[config.mk]
export PLATFORM = sky130hd
export DESIGN_NAME = drop_tail_queue_delay_monitor_unit
export DESIGN_NICKNAME = d
export VERILOG_FILES = /design/src/design/dtqdm_pkg.sv /design/src/design/drop_tail_queue_delay_monitor_unit.sv /design/src/design/dtqdm_ram.sv /design/src/design/dtqdm_ctrl.sv /design/src/design/dtqdm_dp.sv
export SDC_FILE = /design/constraint.sdc
export NUM_CORES = 2
export LEC_CHECK = 0
export BUFFER_PORTS_ARGS = -buffer_cell sky130_fd_sc_hd__buf_2
export CORE_AREA = 3 3 478 480
export CTS_CLUSTER_SIZE = 16
export DETAILED_ROUTE_END_ITERATION = 12
export DIE_AREA = 0 0 481 483
export PLACE_DENSITY = 0.67
export SLEW_MARGIN = 20
export SYNTH_ARGS = -nofsm -noshare
export SYNTH_HDL_FRONTEND = slang
export SYNTH_SLANG_ARGS = --single-unit
[constraint.sdc]
create_clock -name clk -period 4.7 [get_ports clk]
set_clock_uncertainty 0.2 [all_clocks]
set_input_delay 0.94 -clock clk [delete_from_list [all_inputs] [get_ports clk]]
set_output_delay 0.94 -clock clk [all_outputs]
set_load 0.01 [all_outputs]
[src/design/dtqdm_pkg.sv]
`timescale 1ns / 1ps
// ----------------------------------------------------------------------------
// dtqdm_pkg
// Shared constants, register indexes and the controller command bundle for
// the drop-tail queue delay monitor.
// ----------------------------------------------------------------------------
package dtqdm_pkg;

  localparam int DTQDM_FIFO_DEPTH = 64;
  localparam int DTQDM_STAMP_BITS = 32;

  localparam int CAP_W      = 7;
  localparam int SVC_W      = 16;
  localparam int CFG_IDX_W  = 2;
  localparam int CFG_DATA_W = 16;
  localparam int OCC_W      = 7;
  localparam int CNT_W32    = 32;
  localparam int ACC_W      = 48;

  localparam logic [CAP_W-1:0] CAPACITY_RST = 7'd64;
  localparam logic [SVC_W-1:0] SERVICE_RST  = 16'd1;

  typedef enum logic [CFG_IDX_W-1:0] {
    REG_LIMITED  = 2'd0,
    REG_CAPACITY = 2'd1,
    REG_SERVICE  = 2'd2
  } cfg_reg_t;

  typedef struct packed {
    logic load;     // latch request, advance tick
    logic arrival;  // run admission and push
    logic rd_head;  // read head stamp
    logic depart;   // run departure
    logic accum;    // update running sums
  } dtqdm_cmd_t;

endpackage

[src/design/drop_tail_queue_delay_monitor_unit.sv]
`timescale 1ns / 1ps
// The result strobe is registered from the accumulate step of the four-step sequencer
// around the registered read of the stamp RAM (admit/push, head read, depart,
// accumulate); busy stays high and no new request is taken until it returns to idle.
// out_strobe is high for one cycle only; the receiver cannot stall.
// Synchronous reset clears the tick, pointers, counters and sums and loads the
// register defaults; stamp RAM contents are not cleared.
// ----------------------------------------------------------------------------
// drop_tail_queue_delay_monitor_unit
// Tick-driven drop-tail queue monitor with deterministic service, reporting
// per-tick occupancy, drops, departures, sojourn and saturating totals.
// ----------------------------------------------------------------------------
module drop_tail_queue_delay_monitor_unit
  import dtqdm_pkg::*;
#(
  parameter int FIFO_DEPTH = DTQDM_FIFO_DEPTH,
  parameter int STAMP_BITS = DTQDM_STAMP_BITS
) (
  input  logic                  clk,
  input  logic                  rst_n,
  input  logic                  start,
  output logic                  busy,
  input  logic                  in_arrive,
  input  logic                  cfg_we,
  input  logic [CFG_IDX_W-1:0]  cfg_index,
  input  logic [CFG_DATA_W-1:0] cfg_wdata,
  output logic                  out_strobe,
  output logic [OCC_W-1:0]      out_occupancy,
  output logic                  out_departed,
  output logic [CNT_W32-1:0]    out_sojourn,
  output logic                  out_dropped,
  output logic                  out_overflow,
  output logic                  out_idle,
  output logic [CNT_W32-1:0]    out_sent_total,
  output logic [CNT_W32-1:0]    out_received_total,
  output logic [CNT_W32-1:0]    out_idle_total,
  output logic [ACC_W-1:0]      out_sojourn_sum,
  output logic [ACC_W-1:0]      out_occupancy_sum
);

  dtqdm_cmd_t cmd;

  dtqdm_ctrl u_ctrl (
    .clk    (clk),
    .rst_n  (rst_n),
    .start  (start),
    .busy   (busy),
    .strobe (out_strobe),
    .cmd    (cmd)
  );

  dtqdm_dp #(
    .FIFO_DEPTH (FIFO_DEPTH),
    .STAMP_BITS (STAMP_BITS)
  ) u_dp (
    .clk                (clk),
    .rst_n              (rst_n),
    .cmd                (cmd),
    .in_arrive          (in_arrive),
    .cfg_we             (cfg_we),
    .cfg_index          (cfg_index),
    .cfg_wdata          (cfg_wdata),
    .out_occupancy      (out_occupancy),
    .out_departed       (out_departed),
    .out_sojourn        (out_sojourn),
    .out_dropped        (out_dropped),
    .out_overflow       (out_overflow),
    .out_idle           (out_idle),
    .out_sent_total     (out_sent_total),
    .out_received_total (out_received_total),
    .out_idle_total     (out_idle_total),
    .out_sojourn_sum    (out_sojourn_sum),
    .out_occupancy_sum  (out_occupancy_sum)
  );

`ifndef NO_ASSERTIONS
  a_accept_busy: assert property (@(posedge clk) disable iff (!rst_n)
    (start && !busy) |=> busy)
    else $error("request accepted but block not busy");

  a_strobe_idle: assert property (@(posedge clk) disable iff (!rst_n)
    out_strobe |-> !busy)
    else $error("result strobe while busy");

  a_overflow_drop: assert property (@(posedge clk) disable iff (!rst_n)
    (out_strobe && out_overflow) |-> out_dropped)
    else $error("overflow without drop");

  a_idle_depart: assert property (@(posedge clk) disable iff (!rst_n)
    out_strobe |-> !(out_idle && out_departed))
    else $error("departure on an idle tick");

  a_occ_bound: assert property (@(posedge clk) disable iff (!rst_n)
    out_strobe |-> (32'(out_occupancy) <= 32'(FIFO_DEPTH)))
    else $error("occupancy above FIFO depth");
`endif

endmodule

[src/design/dtqdm_ram.sv]
`timescale 1ns / 1ps
// ----------------------------------------------------------------------------
// dtqdm_ram
// Generic single-write, single-read RAM with registered read data.
// ----------------------------------------------------------------------------
module dtqdm_ram #(
  parameter int WIDTH = 32,
  parameter int DEPTH = 64
) (
  input  logic                     clk,
  input  logic                     we,
  input  logic [$clog2(DEPTH)-1:0] waddr,
  input  logic [WIDTH-1:0]         wdata,
  input  logic                     re,
  input  logic [$clog2(DEPTH)-1:0] raddr,
  output logic [WIDTH-1:0]         rdata
);

  logic [WIDTH-1:0] mem [DEPTH];
  logic [WIDTH-1:0] rdata_r;

  always_ff @(posedge clk) begin
    if (we) begin
      mem[waddr] <= wdata;
    end
    if (re) begin
      rdata_r <= mem[raddr];
    end
  end

  assign rdata = rdata_r;

endmodule

[src/design/dtqdm_ctrl.sv]
`timescale 1ns / 1ps
// ----------------------------------------------------------------------------
// dtqdm_ctrl
// Sequencer: accept a request, then step the datapath through admission,
// head read, departure and accumulation, and strobe the result.
// ----------------------------------------------------------------------------
module dtqdm_ctrl
  import dtqdm_pkg::*;
(
  input  logic       clk,
  input  logic       rst_n,
  input  logic       start,
  output logic       busy,
  output logic       strobe,
  output dtqdm_cmd_t cmd
);

  typedef enum logic [2:0] {
    S_IDLE,
    S_ARR,
    S_RD,
    S_DEP,
    S_SUM
  } state_t;

  state_t state_r, state_nxt;
  logic   busy_r, busy_nxt;
  logic   strobe_r, strobe_nxt;

  always_comb begin
    state_nxt  = state_r;
    strobe_nxt = 1'b0;
    cmd        = '0;
    unique case (state_r)
      S_IDLE: begin
        if (start) begin
          cmd.load  = 1'b1;
          state_nxt = S_ARR;
        end
      end
      S_ARR: begin
        cmd.arrival = 1'b1;
        state_nxt   = S_RD;
      end
      S_RD: begin
        cmd.rd_head = 1'b1;
        state_nxt   = S_DEP;
      end
      S_DEP: begin
        cmd.depart = 1'b1;
        state_nxt  = S_SUM;
      end
      S_SUM: begin
        cmd.accum  = 1'b1;
        strobe_nxt = 1'b1;
        state_nxt  = S_IDLE;
      end
      default: begin
        state_nxt = S_IDLE;
      end
    endcase
    busy_nxt = (state_nxt != S_IDLE);
  end

  always_ff @(posedge clk) begin
    if (!rst_n) begin
      state_r  <= S_IDLE;
      busy_r   <= 1'b0;
      strobe_r <= 1'b0;
    end else begin
      state_r  <= state_nxt;
      busy_r   <= busy_nxt;
      strobe_r <= strobe_nxt;
    end
  end

  assign busy   = busy_r;
  assign strobe = strobe_r;

endmodule

[src/design/dtqdm_dp.sv]
`timescale 1ns / 1ps
// ----------------------------------------------------------------------------
// dtqdm_dp
// Datapath: configuration registers, tick counter, stamp FIFO with its
// pointers, departure timer and saturating counters and sums.
// ----------------------------------------------------------------------------
module dtqdm_dp
  import dtqdm_pkg::*;
#(
  parameter int FIFO_DEPTH = DTQDM_FIFO_DEPTH,
  parameter int STAMP_BITS = DTQDM_STAMP_BITS
) (
  input  logic                  clk,
  input  logic                  rst_n,
  input  dtqdm_cmd_t            cmd,
  input  logic                  in_arrive,
  input  logic                  cfg_we,
  input  logic [CFG_IDX_W-1:0]  cfg_index,
  input  logic [CFG_DATA_W-1:0] cfg_wdata,
  output logic [OCC_W-1:0]      out_occupancy,
  output logic                  out_departed,
  output logic [CNT_W32-1:0]    out_sojourn,
  output logic                  out_dropped,
  output logic                  out_overflow,
  output logic                  out_idle,
  output logic [CNT_W32-1:0]    out_sent_total,
  output logic [CNT_W32-1:0]    out_received_total,
  output logic [CNT_W32-1:0]    out_idle_total,
  output logic [ACC_W-1:0]      out_sojourn_sum,
  output logic [ACC_W-1:0]      out_occupancy_sum
);

  localparam int CNT_W   = $clog2(FIFO_DEPTH + 1);
  localparam int PTR_W   = $clog2(FIFO_DEPTH);
  localparam int CMP_W   = (CNT_W > CAP_W) ? CNT_W : CAP_W;
  localparam int OCCX_W  = (CNT_W > OCC_W) ? CNT_W : OCC_W;
  localparam int SOJX_W  = (STAMP_BITS > CNT_W32) ? STAMP_BITS : CNT_W32;
  localparam int SUM_W   = ((STAMP_BITS > ACC_W) ? STAMP_BITS : ACC_W) + 1;

  localparam logic [CNT_W-1:0]   FULL_CNT  = CNT_W'(FIFO_DEPTH);
  localparam logic [PTR_W-1:0]   LAST_PTR  = PTR_W'(FIFO_DEPTH - 1);
  localparam logic [SUM_W-1:0]   ACC_LIMIT = SUM_W'({ACC_W{1'b1}});

  logic                  limited_r, limited_nxt;
  logic [CAP_W-1:0]      capacity_r, capacity_nxt;
  logic [SVC_W-1:0]      service_r, service_nxt;
  logic                  arrive_r, arrive_nxt;
  logic [STAMP_BITS-1:0] tick_r, tick_nxt;
  logic [PTR_W-1:0]      head_r, head_nxt;
  logic [PTR_W-1:0]      tail_r, tail_nxt;
  logic [CNT_W-1:0]      fill_r, fill_nxt;
  logic [STAMP_BITS-1:0] next_dep_r, next_dep_nxt;
  logic [CNT_W32-1:0]    sent_r, sent_nxt;
  logic [CNT_W32-1:0]    recv_r, recv_nxt;
  logic [CNT_W32-1:0]    idle_cnt_r, idle_cnt_nxt;
  logic [ACC_W-1:0]      soj_acc_r, soj_acc_nxt;
  logic [ACC_W-1:0]      occ_acc_r, occ_acc_nxt;
  logic [STAMP_BITS-1:0] sojourn_r, sojourn_nxt;
  logic                  departed_r, departed_nxt;
  logic                  dropped_r, dropped_nxt;
  logic                  overflow_r, overflow_nxt;
  logic                  idle_r, idle_nxt;

  logic                  ram_we;
  logic [STAMP_BITS-1:0] head_stamp;
  logic [SUM_W-1:0]      soj_sum;
  logic [SUM_W-1:0]      occ_sum;
  logic [OCCX_W-1:0]     occ_ext;
  logic [SOJX_W-1:0]     soj_ext;

  dtqdm_ram #(
    .WIDTH (STAMP_BITS),
    .DEPTH (FIFO_DEPTH)
  ) u_stamp_ram (
    .clk   (clk),
    .we    (ram_we),
    .waddr (tail_r),
    .wdata (tick_r),
    .re    (cmd.rd_head),
    .raddr (head_r),
    .rdata (head_stamp)
  );

  assign soj_sum = SUM_W'(soj_acc_r) + SUM_W'(sojourn_r);
  assign occ_sum = SUM_W'(occ_acc_r) + SUM_W'(fill_r);

  always_comb begin
    limited_nxt  = limited_r;
    capacity_nxt = capacity_r;
    service_nxt  = service_r;
    arrive_nxt   = arrive_r;
    tick_nxt     = tick_r;
    head_nxt     = head_r;
    tail_nxt     = tail_r;
    fill_nxt     = fill_r;
    next_dep_nxt = next_dep_r;
    sent_nxt     = sent_r;
    recv_nxt     = recv_r;
    idle_cnt_nxt = idle_cnt_r;
    soj_acc_nxt  = soj_acc_r;
    occ_acc_nxt  = occ_acc_r;
    sojourn_nxt  = sojourn_r;
    departed_nxt = departed_r;
    dropped_nxt  = dropped_r;
    overflow_nxt = overflow_r;
    idle_nxt     = idle_r;
    ram_we       = 1'b0;

    if (cfg_we) begin
      unique case (cfg_reg_t'(cfg_index))
        REG_LIMITED:  limited_nxt  = cfg_wdata[0];
        REG_CAPACITY: capacity_nxt = cfg_wdata[CAP_W-1:0];
        REG_SERVICE:  service_nxt  = cfg_wdata[SVC_W-1:0];
        default: begin
        end
      endcase
    end

    if (cmd.load) begin
      arrive_nxt = in_arrive;
      tick_nxt   = tick_r + 1'b1;
    end

    if (cmd.arrival) begin
      dropped_nxt  = 1'b0;
      overflow_nxt = 1'b0;
      if (arrive_r) begin
        if (sent_r != '1) begin
          sent_nxt = sent_r + 1'b1;
        end
        if (limited_r && (CMP_W'(fill_r) >= CMP_W'(capacity_r))) begin
          dropped_nxt = 1'b1;
        end else if (fill_r == FULL_CNT) begin
          dropped_nxt  = 1'b1;
          overflow_nxt = 1'b1;
        end else begin
          ram_we   = 1'b1;
          tail_nxt = (tail_r == LAST_PTR) ? '0 : tail_r + 1'b1;
          fill_nxt = fill_r + 1'b1;
        end
      end
    end

    if (cmd.depart) begin
      idle_nxt     = 1'b0;
      departed_nxt = 1'b0;
      sojourn_nxt  = '0;
      if (fill_r == '0) begin
        idle_nxt     = 1'b1;
        next_dep_nxt = tick_r + STAMP_BITS'(service_r);
        if (idle_cnt_r != '1) begin
          idle_cnt_nxt = idle_cnt_r + 1'b1;
        end
      end else if (tick_r >= next_dep_r) begin
        departed_nxt = 1'b1;
        sojourn_nxt  = tick_r - head_stamp;
        next_dep_nxt = tick_r + STAMP_BITS'(service_r);
        head_nxt     = (head_r == LAST_PTR) ? '0 : head_r + 1'b1;
        fill_nxt     = fill_r - 1'b1;
        if (recv_r != '1) begin
          recv_nxt = recv_r + 1'b1;
        end
      end
    end

    if (cmd.accum) begin
      soj_acc_nxt = (soj_sum > ACC_LIMIT) ? ACC_LIMIT[ACC_W-1:0] : soj_sum[ACC_W-1:0];
      occ_acc_nxt = (occ_sum > ACC_LIMIT) ? ACC_LIMIT[ACC_W-1:0] : occ_sum[ACC_W-1:0];
    end
  end

  always_ff @(posedge clk) begin
    if (!rst_n) begin
      limited_r  <= 1'b0;
      capacity_r <= CAPACITY_RST;
      service_r  <= SERVICE_RST;
      arrive_r   <= 1'b0;
      tick_r     <= '0;
      head_r     <= '0;
      tail_r     <= '0;
      fill_r     <= '0;
      next_dep_r <= '0;
      sent_r     <= '0;
      recv_r     <= '0;
      idle_cnt_r <= '0;
      soj_acc_r  <= '0;
      occ_acc_r  <= '0;
      departed_r <= 1'b0;
      dropped_r  <= 1'b0;
      overflow_r <= 1'b0;
      idle_r     <= 1'b0;
    end else begin
      limited_r  <= limited_nxt;
      capacity_r <= capacity_nxt;
      service_r  <= service_nxt;
      arrive_r   <= arrive_nxt;
      tick_r     <= tick_nxt;
      head_r     <= head_nxt;
      tail_r     <= tail_nxt;
      fill_r     <= fill_nxt;
      next_dep_r <= next_dep_nxt;
      sent_r     <= sent_nxt;
      recv_r     <= recv_nxt;
      idle_cnt_r <= idle_cnt_nxt;
      soj_acc_r  <= soj_acc_nxt;
      occ_acc_r  <= occ_acc_nxt;
      departed_r <= departed_nxt;
      dropped_r  <= dropped_nxt;
      overflow_r <= overflow_nxt;
      idle_r     <= idle_nxt;
    end
  end

  always_ff @(posedge clk) begin
    sojourn_r <= sojourn_nxt;
  end

  assign occ_ext = OCCX_W'(fill_r);
  assign soj_ext = SOJX_W'(sojourn_r);

  assign out_occupancy      = occ_ext[OCC_W-1:0];
  assign out_departed       = departed_r;
  assign out_sojourn        = soj_ext[CNT_W32-1:0];
  assign out_dropped        = dropped_r;
  assign out_overflow       = overflow_r;
  assign out_idle           = idle_r;
  assign out_sent_total     = sent_r;
  assign out_received_total = recv_r;
  assign out_idle_total     = idle_cnt_r;
  assign out_sojourn_sum    = soj_acc_r;
  assign out_occupancy_sum  = occ_acc_r;

endmodule

# --- After elaboration in Yosys (flattened, before gate mapping) ---
# Memories as Yosys holds them, arrays and structs flattened. A register that Yosys moved wholly into a read port is not among the register bits.
# Index checks and enable logic that the tools add are counted.
word_totals:
  regBits: 341
  latch_bits: 0
  mem_bits_rw: 2048
  romBits: 0
  out_inout_bits: 237
  elab_cells: 106
  memories: 1
op_classes:
  n_addsub: 12
  mul: 0
  n_div: 0
  order_cmp: 4
  n_eq_ne: 12
  shifts: 0
  mux: 35
  bitwise: 4
  reduce_logical: 16
mem_list:
  columns: ["memory", "depth", "word_bits", "rd", "rd_ports_with_merged_regs", "wr", "line", "text"]
  rows:
  - ["u_dp.u_stamp_ram.mem", 64, 32, 1, 1, 1, "dtqdm_ram.sv:19", "logic [WIDTH-1:0] mem [DEPTH];"]
ops:
  columns: ["operator", "n"]
  rows:
  - ["$add 32x1->32 const B", 4]
  - ["$gt 49x48->1 const B", 2]
  - ["$mux 48", 2]
  - ["$ne 32x32->1 const B", 3]
  - ["$mux 32", 2]
  - ["$add 48x32->49", 1]
  - ["$add 48x7->49", 1]
  - ["$mux 7", 7]
  - ["$add 32x16->32", 1]
  - ["$ge 32x32->1", 1]
  - ["$sub 32x32->32", 1]
  - ["$mux 1", 20]
  - ["$add 6x1->6 const B", 2]
  - ["$eq 6x6->1 const B", 2]
  - ["$mux 6", 2]
  - ["$pmux 3 s4", 1]
  - ["$reduce_and 3->1", 3]
  - ["$reduce_and 2->1", 4]
  - ["$reduce_and 4->1", 2]
  - ["$add 7x1->7 const B", 1]
  - ["$eq 7x7->1 const B", 1]
  - ["$ge 7x7->1", 1]
  - ["$logic_not 7->1", 1]
  - ["$sub 7x1->7 const B", 1]
  - ["13 further kinds", 17]

# --- Logic depth before layout (Yosys ltp) ---
depth:
  word_depth: 8
  mapped_depth: 14
  ltp_nobuf: 12

# --- Modules after synthesis ---
# From an unflattened synthesis, not the netlist that was laid out.
hier_totals:
  hier_cells: 5753
  area_unflattened_um2: 99041.2
by_module_without_submodules:
  columns: ["module", "n_inst", "cells_each", "area_each_um2", "seq_area_each_um2"]
  rows:
  - ["dtqdm_ram", 1, 3324, 78835.6, 62459.9]
  - ["dtqdm_dp", 1, 2407, 19975.4, 7046.8]
  - ["dtqdm_ctrl", 1, 22, 230.2, 100.1]

# --- Least setup slack after synthesis ---
# OpenSTA, ideal clock, no wires.
synth_path:
  kind: "register -> register"
  from: "reg u_dp.fill_r[0] (netlist: u_dp.out_occupancy[0])"
  to: "mem u_dp.u_stamp_ram.mem[40][0] (enable)"
  arrival_time_ps: 3733
  required_ps: 4079
  setup_slack_ps: 346
  path_stages_with_launch: 12
  path_buffers: 1
  synth_period_minus_slack_ps: 4354
  cell_sequence: "dfxtp_1 -> inv_1 -> ha_1 -> nand2b_1 -> a21o_1 -> a21oi_1 -> o211ai_1 -> a21oi_2 -> nand2_1 -> or3_1 -> buf_2 -> nor2_1"
synth_between:
  elab_chain_len: 7
  word_cells_on_any_way: 9
  classes_between: "order compare: 1; eq/ne: 1; mux: 6; reduce/logical: 1"
synth_lines:
  columns: ["item", "line", "text"]
  rows:
  - ["start: declaration", "dtqdm_dp.sv:51", "logic [CNT_W-1:0] fill_r, fill_nxt;"]
  - ["start signal: assignment", "dtqdm_dp.sv:200", "fill_r <= fill_nxt;"]
  - ["$ge 7x7->1 or $eq 7x7->1 (tied branches)", "dtqdm_dp.sv:131, dtqdm_dp.sv:133", null]
  - ["$logic_and 1x1->1 or $mux 1 (tied branches)", "dtqdm_dp.sv:131, dtqdm_dp.sv:133", null]
  - ["$mux 1 *", "dtqdm_dp.sv:131", "if (limited_r && (CMP_W'(fill_r) >= CMP_W'(capacity_r))) begin"]
  - ["$mux 1 *", "dtqdm_dp.sv:127", "if (arrive_r) begin"]
  - ["$mux 1 *", "dtqdm_dp.sv:124", "if (cmd.arrival) begin"]
  - ["$mux 1 *", "dtqdm_ram.sv:23", "if (we) begin"]
  - ["$mux 1 (implied by the code) *", "dtqdm_ram.sv:24", "mem[waddr] <= wdata;"]
  - ["end: declaration", "dtqdm_ram.sv:19", null]
# Mark *: on every way between the ends. The rest lies on a longest branch, timed or not.

# --- Worst setup path after layout ---
layout_path:
  from: "reg u_ctrl.state_r[0]"
  to: "mem u_dp.u_stamp_ram.mem[43][14] (enable)"
layout_between:
  elab_chain_len: 5
layout_lines:
  columns: ["item", "line", "text"]
  rows:
  - ["start: declaration", "dtqdm_ctrl.sv:26", "state_t state_r, state_nxt;"]
  - ["start signal: assignment", "dtqdm_ctrl.sv:71", "state_r <= state_nxt;"]
  - ["$eq 3x1->1", "dtqdm_ctrl.sv:34", "unique case (state_r)"]
  - ["$mux 1", "dtqdm_ctrl.sv:34", null]
  - ["$mux 1", "dtqdm_dp.sv:124", null]
  - ["$mux 1", "dtqdm_ram.sv:23", null]
  - ["$mux 1 (implied by the code)", "dtqdm_ram.sv:24", null]
# Every way passes these cells.

==> flow_summary_export.csv <==
group,metric,value,unit
die,num_rows,174,
power_and_ir_drop,pwr-share-seq,54.0,%
global_route,grt_pass1_vias,52150,
worst_hold_path,hold_path_class,"input port to register",
global_route,grt_start_max_net_pins,110,
logic_synthesis,syn-num-nets,5556,
final_layout,final_common_cell,"edfxtp_1",
power_and_ir_drop,clkPwrFrac,43.7,%
setup_path,slowest_stage,"or3_1",
die,start_util,43.83,%
final_layout,multi_input_area,27820,sq um
clock_network,clockRootBuffer,"clkbuf_16",
final_layout,register_area,69660,sq um
sta,relSlewSlack,24.82,%
placed_design,port_buffers,259,
sta,grt_setup_unrepaired,"false",
sta,max_freq,243.7,MHz
worst_hold_path,min-delay-start,"cfg_wdata[13]",
setup_path,cp-end-kind,"register",
setup_path,cp-start-kind,"register",
final_layout,final_cell_area,113100,sq um
logic_synthesis,synth_area_per_cell,18.25,sq um
placed_design,place_area,105300,sq um
clock_network,cts_buffers,239,
clock_network,cts_setup_buffers,0,
logic_synthesis,synthesis.area,98480,sq um
die,fp.dieW,481,um
logic_synthesis,ys_top_cells_by_area,"edfxtp_1, mux4_2, dfxtp_1",
detailed_routing,drt-wirelength-per-cell,28.65,um
final_layout,final_nets,6001,
sta,timing.final.crit_period,4104,ps
detailed_routing,vias_per_cell,5.967,
placed_design,dpl.hpwl,166900,um
detailed_routing,drtIter0Drc,6155,
setup_path,max_stage_delay,670,ps
status,status,"finished, final reports clean",
power_and_ir_drop,power_density,381.4,nW/um^2
setup_path,path_max_fanout,19,
placed_design,dp_slack,591.3,ps
sta,final_max_slew_viol_count,0,
sta,tightestPinTransition,1128,ps
setup_path,crit_start,"u_ctrl.state_r[0]",
global_route,track_usage,22.11,%
detailed_routing,wl,259200,um
setup_path,crit_arrival,4460,ps
global_route,antenna_found_initial,19,
final_layout,final_cell_mix,"edfxtp_1, mux4_2, nor2_1",
logic_synthesis,ys_seq_elements,2421,
setup_path,worstReg2RegStart,"u_ctrl.state_r[0]",
logic_synthesis,yosysTopAreaCellShare,64.40,%
logic_synthesis,async_reset_ff_share,0,%
final_layout,fillers,18070,
logic_synthesis,ys_types,87,
setup_path,worst-endpoint-required,5060,ps
final_layout,drive_above_1_share,27.13,%
clock_network,clkLatencyLatePin,890,ps
clock_network,cts_tree,"built",
sta,post-route-period-util,87.32,%
flow_run,cap_violations,0,
logic_synthesis,yosysWarnings,0,
sta,tns,0,ps
power_and_ir_drop,cellLeakagePower,35.61,nW
sta,timing.hold.ws,95.16,ps
final_layout,syn2layout_area_growth,14.82,%
final_layout,final_cells,9047,
clock_network,ctsHoldBuffers,0,
setup_path,worstPathCellList,"nor3b_1 > nand2_1 > buf_4 > nor2_1 > nor2_1 > a21oi_2 > nand2_1 > or3_1 > nor2_4 > buf_12",
setup_path,critical-path-top-delay-family,"simple AND/OR/NAND/NOR gates",
global_route,grt_pass1_wl,376900,um
detailed_routing,vias,53990,
global_route,overflow,0,
power_and_ir_drop,ir_worst_vdd,0.0003322,V
clock_network,path_clk_slew,60,ps
power_and_ir_drop,combPwrFrac,2.3,%
placed_design,gpl.final_weighted_congestion,0.9057,
final_layout,fin_util,50.33,%
power_and_ir_drop,p_sw,8.963,mW
die,io_pins,260,
logic_synthesis,synth_ff_type,"edfxtp_1",
die,core-area,224700,sq um
logic_synthesis,synth_edf_count,2112,
power_and_ir_drop,p_int,34.17,mW
die,die_area,232300,sq um
sta,fin_ws,596.1,ps
detailed_routing,first_pass_iters,7,
clock_network,cts-resized-gates,0,
sta,setup_viol,0,
die,die_h,483,um
placed_design,placedCellCount,8591,
clock_network,clk_path_buf_depth,3,
logic_synthesis,syn_inst,5396,
detailed_routing,drcViolationCount,0,
detailed_routing,final_antenna_net_count,0,
setup_path,crit_type,"register to register",
sta,hold_viol,0,
clock_network,clock_sinks,2421,
setup_path,crit_buf_inv,2,
logic_synthesis,yosysSeqAreaShare,70.68,%
clock_network,cts_htree_levels,4,
power_and_ir_drop,switching_share,20.78,%
logic_synthesis,synth_largest_area_cell,"edfxtp_1",
power_and_ir_drop,finalPower,43.13,mW
worst min-delay path, cell delays in order:
cell and delay [ps]:
buf_2 100, nand2_1 50, a21oi_1 50
state kept, by name, summed over array words and instances (netlist names), 3 cells and up:
name,cells
u_dp.tick_r,32
u_dp.head_r,6
u_dp.out_received_total,32
u_ctrl.state_r,3
u_dp.out_sojourn_sum,48
u_dp.out_sent_total,32
u_dp.u_stamp_ram.rdata,32
u_dp.out_sojourn,32
u_dp.tail_r,6
u_dp.out_idle_total,32
u_dp.u_stamp_ram.mem,2048
u_dp.out_occupancy,7
u_dp.capacity_r,7
u_dp.out_occupancy_sum,48
u_dp.service_r,16
u_dp.next_dep_r,32
cell type report:
class | count | share of cell area (%)
antenna | 10 | 0.02213
inverter | 120 | 0.4027
tap | 2992 | 3.311
timing repair buffer | 471 | 3.164
clock inverter | 142 | 1.320
clock buffer | 303 | 5.578
multi-input combinational | 2588 | 24.60
sequential | 2421 | 61.61
cells by family after synthesis:
logic type | count (synthesis) | share of synthesized area (%)
flip-flops | 2421 | 70.68
multiplexers | 689 | 15.54
XOR/XNOR | 191 | 1.699
buffers and inverters | 387 | 1.577
AND/OR/NAND/NOR | 984 | 4.891
adder cells (fa/ha/maj) | 137 | 1.771
AO/OA/AOI/OAI | 587 | 3.843
routing by layer:
layer	global-route usage [%]	vias up	wire length [um]
met3	5.239	371	26140
met2	33.45	2586	119300
met1	32.04	28300	105900
li1	-	22720	-
met4	6.466	12	7717
met5	0	-	83
cells in the mapped netlist, types with 11 or more instances:
cell	number
a211oi_1	22
a21o_1	47
a21oi_1	179
a311oi_1	17
a31oi_1	42
and2_1	37
and3_1	51
and4_1	25
buf_1	53
buf_2	41
clkbuf_1	166
dfxtp_1	309
edfxtp_1	2112
ha_1	133
inv_1	120
mux2i_1	17
mux4_2	672
nand2_1	202
nand2b_1	21
nand3_1	98
nand4_1	57
nor2_1	344
nor3_1	52
nor4_1	13
o211ai_1	13
o21a_1	27
o21ai_0	131
o21bai_1	11
or3_1	25
xnor2_1	79
xor2_1	112
power groups by stage:
stage	logic, mW	clock network (mW)	registers [mW]
3_3_place_gp	0.966	0	23.7
3_5_place_dp	0.975	0	23.7
4_1_cts	0.981	19.2	23.3
5_1_grt	1.07	20.0	23.3
2_1_floorplan	0.554	0	23.8
6_report	0.994	18.8	23.3
worst paths after layout:
kind / to / slack (ps) / cells after the start
worst max-delay path: u_dp.u_stamp_ram.mem[43][14] / 600 / 10
worst min-delay path: u_dp.service_r[13] / 100 / 3
worst max register to register: u_dp.u_stamp_ram.mem[43][14] / 600 / 10
worst min register to register: u_dp.out_idle / 260 / 2
Power figures use the tool's default switching activity.
